### config.mk
export PLATFORM = sky130hd
export DESIGN_NAME = sliding_window_median_unit
export DESIGN_NICKNAME = d
export VERILOG_FILES = /design/src/hdl/swm_pkg.sv /design/src/hdl/swm_cell.sv /design/src/hdl/sliding_window_median_unit.sv
export SDC_FILE = /design/constraint.sdc
export NUM_CORES = 2
export LEC_CHECK = 0
export BUFFER_PORTS_ARGS = -buffer_cell sky130_fd_sc_hd__buf_4
export CAP_MARGIN = 0
export CORE_MARGIN = 2
export CORE_UTILIZATION = 50
export CTS_BUF_LIST = sky130_fd_sc_hd__clkbuf_8 sky130_fd_sc_hd__clkbuf_16
export DETAILED_ROUTE_END_ITERATION = 8
export GPL_ROUTABILITY_DRIVEN = 0
export PLACE_DENSITY = 0.73
export SLEW_MARGIN = 20
export SYNTH_ARGS = -nofsm -noshare
export SYNTH_HDL_FRONTEND = slang
export SYNTH_HIERARCHICAL = 1
export SYNTH_SLANG_ARGS = --single-unit
### constraint.sdc
create_clock -name i_clk -period 43 [get_ports i_clk]
set_input_delay 6.45 -clock i_clk [delete_from_list [all_inputs] [get_ports i_clk]]
set_output_delay 6.45 -clock i_clk [all_outputs]
set_load 0.005 [all_outputs]
### src/hdl/swm_pkg.sv
// Shared constants and types for the sliding window median unit.
`timescale 1ns / 1ps

package swm_pkg;

    localparam int MAX_WINDOW   = 16;
    localparam int SAMPLE_WIDTH = 32;
    localparam int CNT_W        = 5;
    localparam int AGE_W        = 4;
    localparam int IDX_W        = CNT_W - 1;

    localparam logic [CNT_W-1:0] RESET_LENGTH = CNT_W'(MAX_WINDOW);

    typedef struct packed {
        logic                    vld;
        logic [AGE_W-1:0]        age;
        logic [SAMPLE_WIDTH-1:0] val;
    } t_entry;

    typedef struct packed {
        logic clear;
        logic step;
        logic full;
    } t_cell_ctrl;

endpackage

### src/hdl/swm_cell.sv
// One slot of the sorted sample chain: holds a value and its age, drops and shifts in place.
`timescale 1ns / 1ps

module swm_cell
    import swm_pkg::*;
(
    input  logic                    i_clk,
    input  logic                    i_rst_n,
    input  t_cell_ctrl              i_ctrl,
    input  logic [SAMPLE_WIDTH-1:0] i_sample,
    input  logic [AGE_W-1:0]        i_oldest_age,
    input  t_entry                  i_right_raw,
    input  logic                    i_right_gt,
    input  logic                    i_left_rem,
    input  logic                    i_left_gt_c,
    input  t_entry                  i_left_comp,
    output t_entry                  o_raw,
    output logic                    o_gt,
    output logic                    o_rem,
    output logic                    o_gt_c,
    output t_entry                  o_comp
);

    logic                    r_vld;
    logic [AGE_W-1:0]        r_age;
    logic [SAMPLE_WIDTH-1:0] r_val;
    t_entry                  n_entry;
    logic                    w_del;

    assign o_raw = '{vld: r_vld, age: r_age, val: r_val};
    assign o_gt  = !r_vld || (r_val > i_sample);
    assign w_del = i_ctrl.full && r_vld && (r_age == i_oldest_age);
    assign o_rem = i_left_rem || w_del;

    // close the gap left by the dropped entry
    assign o_comp = o_rem ? i_right_raw : o_raw;
    assign o_gt_c = o_rem ? i_right_gt  : o_gt;

    always_comb begin
        if (o_gt_c && i_left_gt_c) begin
            n_entry = i_left_comp;
        end else if (o_gt_c) begin
            n_entry = '{vld: 1'b1, age: '0, val: i_sample};
        end else begin
            n_entry = o_comp;
        end
        if (!(o_gt_c && !i_left_gt_c)) begin
            n_entry.age = n_entry.age + AGE_W'(1);
        end
    end

    always_ff @(posedge i_clk) begin
        if (!i_rst_n || i_ctrl.clear) begin
            r_vld <= 1'b0;
        end else if (i_ctrl.step) begin
            r_vld <= n_entry.vld;
        end
    end

    always_ff @(posedge i_clk) begin
        if (i_ctrl.step) begin
            r_age <= n_entry.age;
            r_val <= n_entry.val;
        end
    end

endmodule

### src/hdl/sliding_window_median_unit.sv
// Sliding window median unit: sorted cell chain with aged entries and a result register.
// An accepted sample is held pending (r_pend) until the result register (r_median, r_out_vld) is free, then loaded.
// Throughput: one sample per cycle while results are taken; the chain updates in a single step per sample.
// A stalled result blocks the chain once one further sample has been taken.
// Reset (synchronous, active low) empties the window and sets the length to 16.
// Writing the window length empties the window and restarts the fill count.
`timescale 1ns / 1ps

module sliding_window_median_unit
    import swm_pkg::*;
(
    input  logic                    i_clk,
    input  logic                    i_rst_n,
    input  logic                    i_sample_valid,
    output logic                    o_sample_ready,
    input  logic [SAMPLE_WIDTH-1:0] i_sample,
    output logic                    o_result_valid,
    input  logic                    i_result_ready,
    output logic [SAMPLE_WIDTH-1:0] o_median,
    output logic [CNT_W-1:0]        o_valid_count,
    input  logic                    i_window_length_we,
    input  logic [CNT_W-1:0]        i_window_length
);

    logic [CNT_W-1:0]        r_len;
    logic [CNT_W-1:0]        n_len;
    logic [CNT_W-1:0]        r_count;
    logic                    r_pend;
    logic                    r_out_vld;
    logic [SAMPLE_WIDTH-1:0] r_median;
    logic [CNT_W-1:0]        r_out_count;

    logic       w_accept;
    logic       w_load;
    logic       w_full;
    t_cell_ctrl w_ctrl;
    logic [AGE_W-1:0] w_oldest_age;

    t_entry w_raw  [MAX_WINDOW];
    t_entry w_comp [MAX_WINDOW];
    logic   w_gt   [MAX_WINDOW];
    logic   w_rem  [MAX_WINDOW];
    logic   w_gt_c [MAX_WINDOW];

    assign w_load         = r_pend && (!r_out_vld || i_result_ready);
    assign o_sample_ready = !r_pend || w_load;
    assign w_accept       = i_sample_valid && o_sample_ready;
    assign w_full         = (r_count == r_len);
    assign w_oldest_age   = AGE_W'(r_len - CNT_W'(1));
    assign w_ctrl         = '{clear: i_window_length_we, step: w_accept, full: w_full};

    always_comb begin
        if (i_window_length == '0) begin
            n_len = CNT_W'(1);
        end else if (i_window_length > CNT_W'(MAX_WINDOW)) begin
            n_len = CNT_W'(MAX_WINDOW);
        end else begin
            n_len = i_window_length;
        end
    end

    genvar g;
    generate
        for (g = 0; g < MAX_WINDOW; g++) begin : g_cell
            t_entry w_right_raw;
            logic   w_right_gt;
            logic   w_left_rem;
            logic   w_left_gt_c;
            t_entry w_left_comp;

            if (g == MAX_WINDOW - 1) begin : g_last
                assign w_right_raw = '{vld: 1'b0, age: '0, val: '0};
                assign w_right_gt  = 1'b1;
            end else begin : g_mid
                assign w_right_raw = w_raw[g+1];
                assign w_right_gt  = w_gt[g+1];
            end

            if (g == 0) begin : g_first
                assign w_left_rem  = 1'b0;
                assign w_left_gt_c = 1'b0;
                assign w_left_comp = '{vld: 1'b0, age: '0, val: '0};
            end else begin : g_rest
                assign w_left_rem  = w_rem[g-1];
                assign w_left_gt_c = w_gt_c[g-1];
                assign w_left_comp = w_comp[g-1];
            end

            swm_cell u_cell (
                .i_clk        (i_clk),
                .i_rst_n      (i_rst_n),
                .i_ctrl       (w_ctrl),
                .i_sample     (i_sample),
                .i_oldest_age (w_oldest_age),
                .i_right_raw  (w_right_raw),
                .i_right_gt   (w_right_gt),
                .i_left_rem   (w_left_rem),
                .i_left_gt_c  (w_left_gt_c),
                .i_left_comp  (w_left_comp),
                .o_raw        (w_raw[g]),
                .o_gt         (w_gt[g]),
                .o_rem        (w_rem[g]),
                .o_gt_c       (w_gt_c[g]),
                .o_comp       (w_comp[g])
            );
        end
    endgenerate

    always_ff @(posedge i_clk) begin
        if (!i_rst_n) begin
            r_len     <= RESET_LENGTH;
            r_count   <= '0;
            r_pend    <= 1'b0;
            r_out_vld <= 1'b0;
        end else begin
            if (i_window_length_we) begin
                r_len   <= n_len;
                r_count <= '0;
            end else if (w_accept && !w_full) begin
                r_count <= r_count + CNT_W'(1);
            end
            if (w_accept) begin
                r_pend <= 1'b1;
            end else if (w_load) begin
                r_pend <= 1'b0;
            end
            if (w_load) begin
                r_out_vld <= 1'b1;
            end else if (i_result_ready) begin
                r_out_vld <= 1'b0;
            end
        end
    end

    always_ff @(posedge i_clk) begin
        if (w_load) begin
            r_median    <= w_raw[r_count[CNT_W-1:1]].val;
            r_out_count <= r_count;
        end
    end

    assign o_result_valid = r_out_vld;
    assign o_median       = r_median;
    assign o_valid_count  = r_out_count;

endmodule
**Word-level counts from Yosys, hierarchy flattened**

Index checks and enable logic that the tools add are counted.

- Add/subtract/negate cells: 18
- $mul: 0
- Div/mod/pow operators: 0
- $lt $le $gt $ge: 18
- Equal/unequal tests: 17
- Shift-type cells: 0
- Multiplexer cells: 88
- Bitwise logic cells: 2
- Reduce and logical (&&, ||, !) cells: 140

Operators with widths:

| cell | count |
|---|---|
| two-way mux 37 bit | 47 |
| greater-than comparator 32 bit | 16 |
| binary-select mux 37 bit (select 4 bit) | 1 |
| logical AND 1 bit | 65 |
| adder 4 x 1 -> 4 bit, second input constant | 16 |
| equality test 4 bit | 16 |
| two-way mux 32 bit | 2 |
| two-way mux 4 bit | 16 |
| zero test 1 bit | 35 |
| logical OR 1 bit | 34 |
| two-way mux 1 bit | 20 |
| two-way mux 5 bit | 2 |
| adder 5 x 1 -> 5 bit, second input constant | 1 |
| equality test 5 bit | 1 |
| >= comparator 5 bit, second input constant | 1 |
| greater-than comparator 5 bit, second input constant | 1 |
| zero test 5 bit | 1 |
| NOT 4 -> 5 bit | 1 |
| nonzero test 2 bit | 2 |
| subtractor 4 x 1 -> 4 bit, second input constant | 1 |
| nonzero test 3 bit | 1 |
| AND reduction 2 bit | 1 |
| OR reduction 2 bit | 1 |
| NOT 1 bit | 1 |

- Flip-flop bits (word level): 641
- Latch bits: 0
- Memory bits (writable): 0
- Bits in read-only memories: 0
- Input port bits: 42
- Logic and storage cells: 337
- Memories: 0

**Depth between registers and ports, before layout**

- Word-level depth: 23
- Mapped depth: 78

**Modules after synthesis**

The synthesis kept the hierarchy.

Modules (own cells, without submodules):

| module | instances | cells each | area an instance (µm²) |
|---|---|---|---|
| swm_cell (g_cell[0].u_cell ...) | 13 | 354 | 3458.3 |
| swm_cell (g_cell[8].u_cell ...) | 2 | 562 | 4181.5 |
| sliding_window_median_unit | 1 | 525 | 5950.7 |
| swm_cell (g_cell[7].u_cell) | 1 | 542 | 3881.2 |

**Least setup slack after synthesis**

No wires, ideal clock.

- Path kind: in2reg
- Start point: input port i_result_ready
- End point: register g_cell[8].u_cell.r_vld
- Library setup time: 0.144 ns
- Arrival: 19.640 ns
- Slack: 23.216 ns
- Stages on the path: 8
- Path buffers: 0
- Cells stage by stage: nand3b_1 -> nand2_1 -> inv_1 -> inv_1 -> a21oi_1 -> a41oi_1 -> o31ai_1 -> a31oi_1

- Longest elaborated chain between the ends: 4

RTL lines:

| item | RTL line | source |
|---|---|---|
| start, declared | sliding_window_median_unit.sv:18 | `input logic i_result_ready,` |
| logical OR 1 bit | sliding_window_median_unit.sv:45 | `assign w_load = r_pend && (!r_out_vld \|\| i_result_ready);` |
| logical AND 1 bit | sliding_window_median_unit.sv:45 |  |
| logical OR 1 bit | sliding_window_median_unit.sv:46 | `assign o_sample_ready = !r_pend \|\| w_load;` |
| logical AND 1 bit | sliding_window_median_unit.sv:47 | `assign w_accept = i_sample_valid && o_sample_ready;` |
| named net w_accept | sliding_window_median_unit.sv:33 | `logic w_accept;` |
| end signal, assigned | swm_cell.sv:56 | `r_vld <= n_entry.vld;` |
| end, declared | swm_cell.sv:24 | `logic r_vld;` |

The timed path passes the listed nets, and every way through them passes these cells.
A chain may end at the register's enable or synchronous reset.

==> results.md <==
- Fin crit share: 0.325
- Post-CTS setup buffers: 0
- Post-CTS sizing: 0
- Leakage Power: about 0.030 uW
- GR Overflow Total: 0
- Clock Latency Late Sink: around 0.67 ns
- Worst Hold Margin: roughly 0.50 ns
- Final WL: between 150 and 200 mm
- Drt wl/cell: 22.1 um
- Via density: between 6 and 7
- CP Launch Type: flop
- Mapped Area: between 60000 and 70000 um^2
- Launch point of the worst reg-to-reg path: r_count[3]
- Gate Count Post-Synth: around 6800
- Crit. End Element: flop
- Worst min path class: flop to flop
- H-tree depth: 3
- Tot Pwr: 2360 uW
- Worst path buffer plus inverter count: 29
- Synth warn: 6
- Floorplan die width: around 360 um
- Vias after detailed routing: between 50000 and 60000
- Routed Antenna Nets: 0
- Area of the core: approximately 130000 um^2
- Status: finished, final reports clean
- Max_cap viols: 0
- Max rail drop VDD: roughly 0.000032 V
- CTS Hold Buffers Added: 0
- Synth-to-layout area growth: 6.80%
- Drt pass-1 iters: 6
- Relative slew margins: 0.179
- Vias in the first global route: about 50000
- Cell mode on critical path: a21oi_4
- Max Transition Viols Final: 0
- Hold Violations, Final: 0
- Largest delay share family, worst path: buffers and inverters
- TritonCTS Buffers: 80
- Chip Height: 359 um
- Initial Util: 0.503
- CTS clk-pin slew, worst paths: about 0.06 ns
- CP Max Fanout: 75
- Master of the slowest instance on the critical path: buf_4
- Syn_area_per_cell: between 9 and 10 um^2
- Crit Path Category: flop to flop
- Layout cell share with drive strength beyond 1: 0.200
- CTS tree: done
- Critical Path RT: around 43 ns
- Reg2Reg Depth: 57
- FF-to-FF setup slack: 29.02 ns
- DP HPWL: about 140 mm
- Tot GR Track Use: 0.278
- CP arrival: between 10 and 15 ns
- Worst Max-Slew Pin Slew: between 1 and 1.5 ns
- Initial DRC count: about 5800
- Root buf cell: clkbuf_16
- # DRC: 0
- HP Start: r_pend
- Ports: a little over 80
- Power per cell area: between 30 and 40 nW/um^2
- FF-to-FF End: g_cell[15].u_cell/r_age[2]
- Final nets: roughly 7300
- Peak Freq: 0.0716 GHz
- Fin crit period: ~14 ns
- Worst Hold Depth: 1
- Setup violations, final: 0
- Fill count: roughly 11000
- RSZ-0062 raised after global routing: false
- Clock Tree Buf Depth: 3
- Die area: between 100000 and 150000 um^2
- Setup_tns: 0 ns
- First-pass GRT wire length: slightly below 300 mm
- Initial antenna violation count: 10
- Hold endpoint: o_result_valid
- Clock Sinks: roughly 640
- Critical Path Max Stage Delay: 0.56 ns
- IO buf count: 80
- Largest net degree at the start of global routing: ~160
- Clock skew: between 0.02 and 0.025 ns
- Row count: 130
==> worst register-to-register path, delay by kind of cell (launching register included) <==
family                     cells  cell delay [ns]
buffers and inverters         29             9.00
AOI/OAI and AO/OA             18             2.64
and+or+nand+nor                5             0.64
adders and majority gates      1             0.23
muxes                          2             0.47
xor gates and xnor gates       2             0.42
DFF                            1             0.30
==> worst max path at each step <==
stage / slack, ns / startpoint / cells past startpoint / to
global route: 27.97 / r_count[3] / 57 / g_cell[15].u_cell/r_age[2]
floorplan: 23.22 / i_result_ready / 8 / g_cell[8].u_cell/r_vld
CTS: 29.09 / r_count[1] / 56 / g_cell[15].u_cell/r_age[2]
global placement: 29.46 / r_count[1] / 57 / g_cell[15].u_cell/r_age[2]
finish: 29.02 / r_count[3] / 57 / g_cell[15].u_cell/r_age[2]
detailed placement: 29.19 / r_count[1] / 56 / g_cell[15].u_cell/r_age[2]
==> routing by layer <==
metal | global-route usage | up-vias | wire length, um
met1 | 0.385 | 24900 | 81300
met5 | 0 | - | 13
li1 | - | 24600 | -
met3 | 0.0456 | 312 | 15400
met2 | 0.441 | 2239 | 83600
met4 | 0.0935 | 2 | 6390
==> flip-flops by register name (all words and copies together), names as in the netlist <==
signal               count
g_cell.u_cell/r_age     64
r_count                  5
r_pend                   1
o_median                32
r_len                    5
g_cell.u_cell/r_vld     16
o_result_valid           1
g_cell.u_cell/r_val    512
o_valid_count            5
==> per-stage QoR <==
stage	area, um^2	std cells	util	worst slack [ns]
2_1_floorplan	63500	6881	-	23.22
3_3_place_gp	64900	8282	0.517	29.46
3_5_place_dp	64900	8283	0.517	29.19
4_1_cts	67400	8425	0.537	29.09
5_1_grt	67400	8427	0.538	27.97
6_report	67400	8430	0.538	29.02
==> where the power goes <==
group	internal (uW)	switching (uW)	total, uW
Combinational	360	407	767
Clock	380	290	670
Sequential	806	114	920
Total	1550	811	2360
==> cell usage in the layout (no fill, tap or decap), drive strengths merged, types with 93 or more instances in the layout <==
cell / instances
nand2: 1180
ha: 530
mux2i: 264
o221a: 94
nand4: 129
inv: 602
a21oi: 239
buf: 150
o21ai: 704
conb: 93
mux2: 923
nor2: 156
xor2: 93
edfxtp: 613
==> layout make-up <==
type | instances | area (um^2) | area share
antenna | 4 | 10.0 | 0.000148
inverter | 585 | 2200 | 0.0327
clock inverter | 51 | 324 | 0.00481
clock buffer | 91 | 2190 | 0.0324
sequential | 641 | 19000 | 0.281
multi-input combinational | 5257 | 40500 | 0.601
tap | 1650 | 2060 | 0.0306
timing repair buffer | 151 | 1160 | 0.0171
Note: power is estimated with default switching activity, not from simulation.
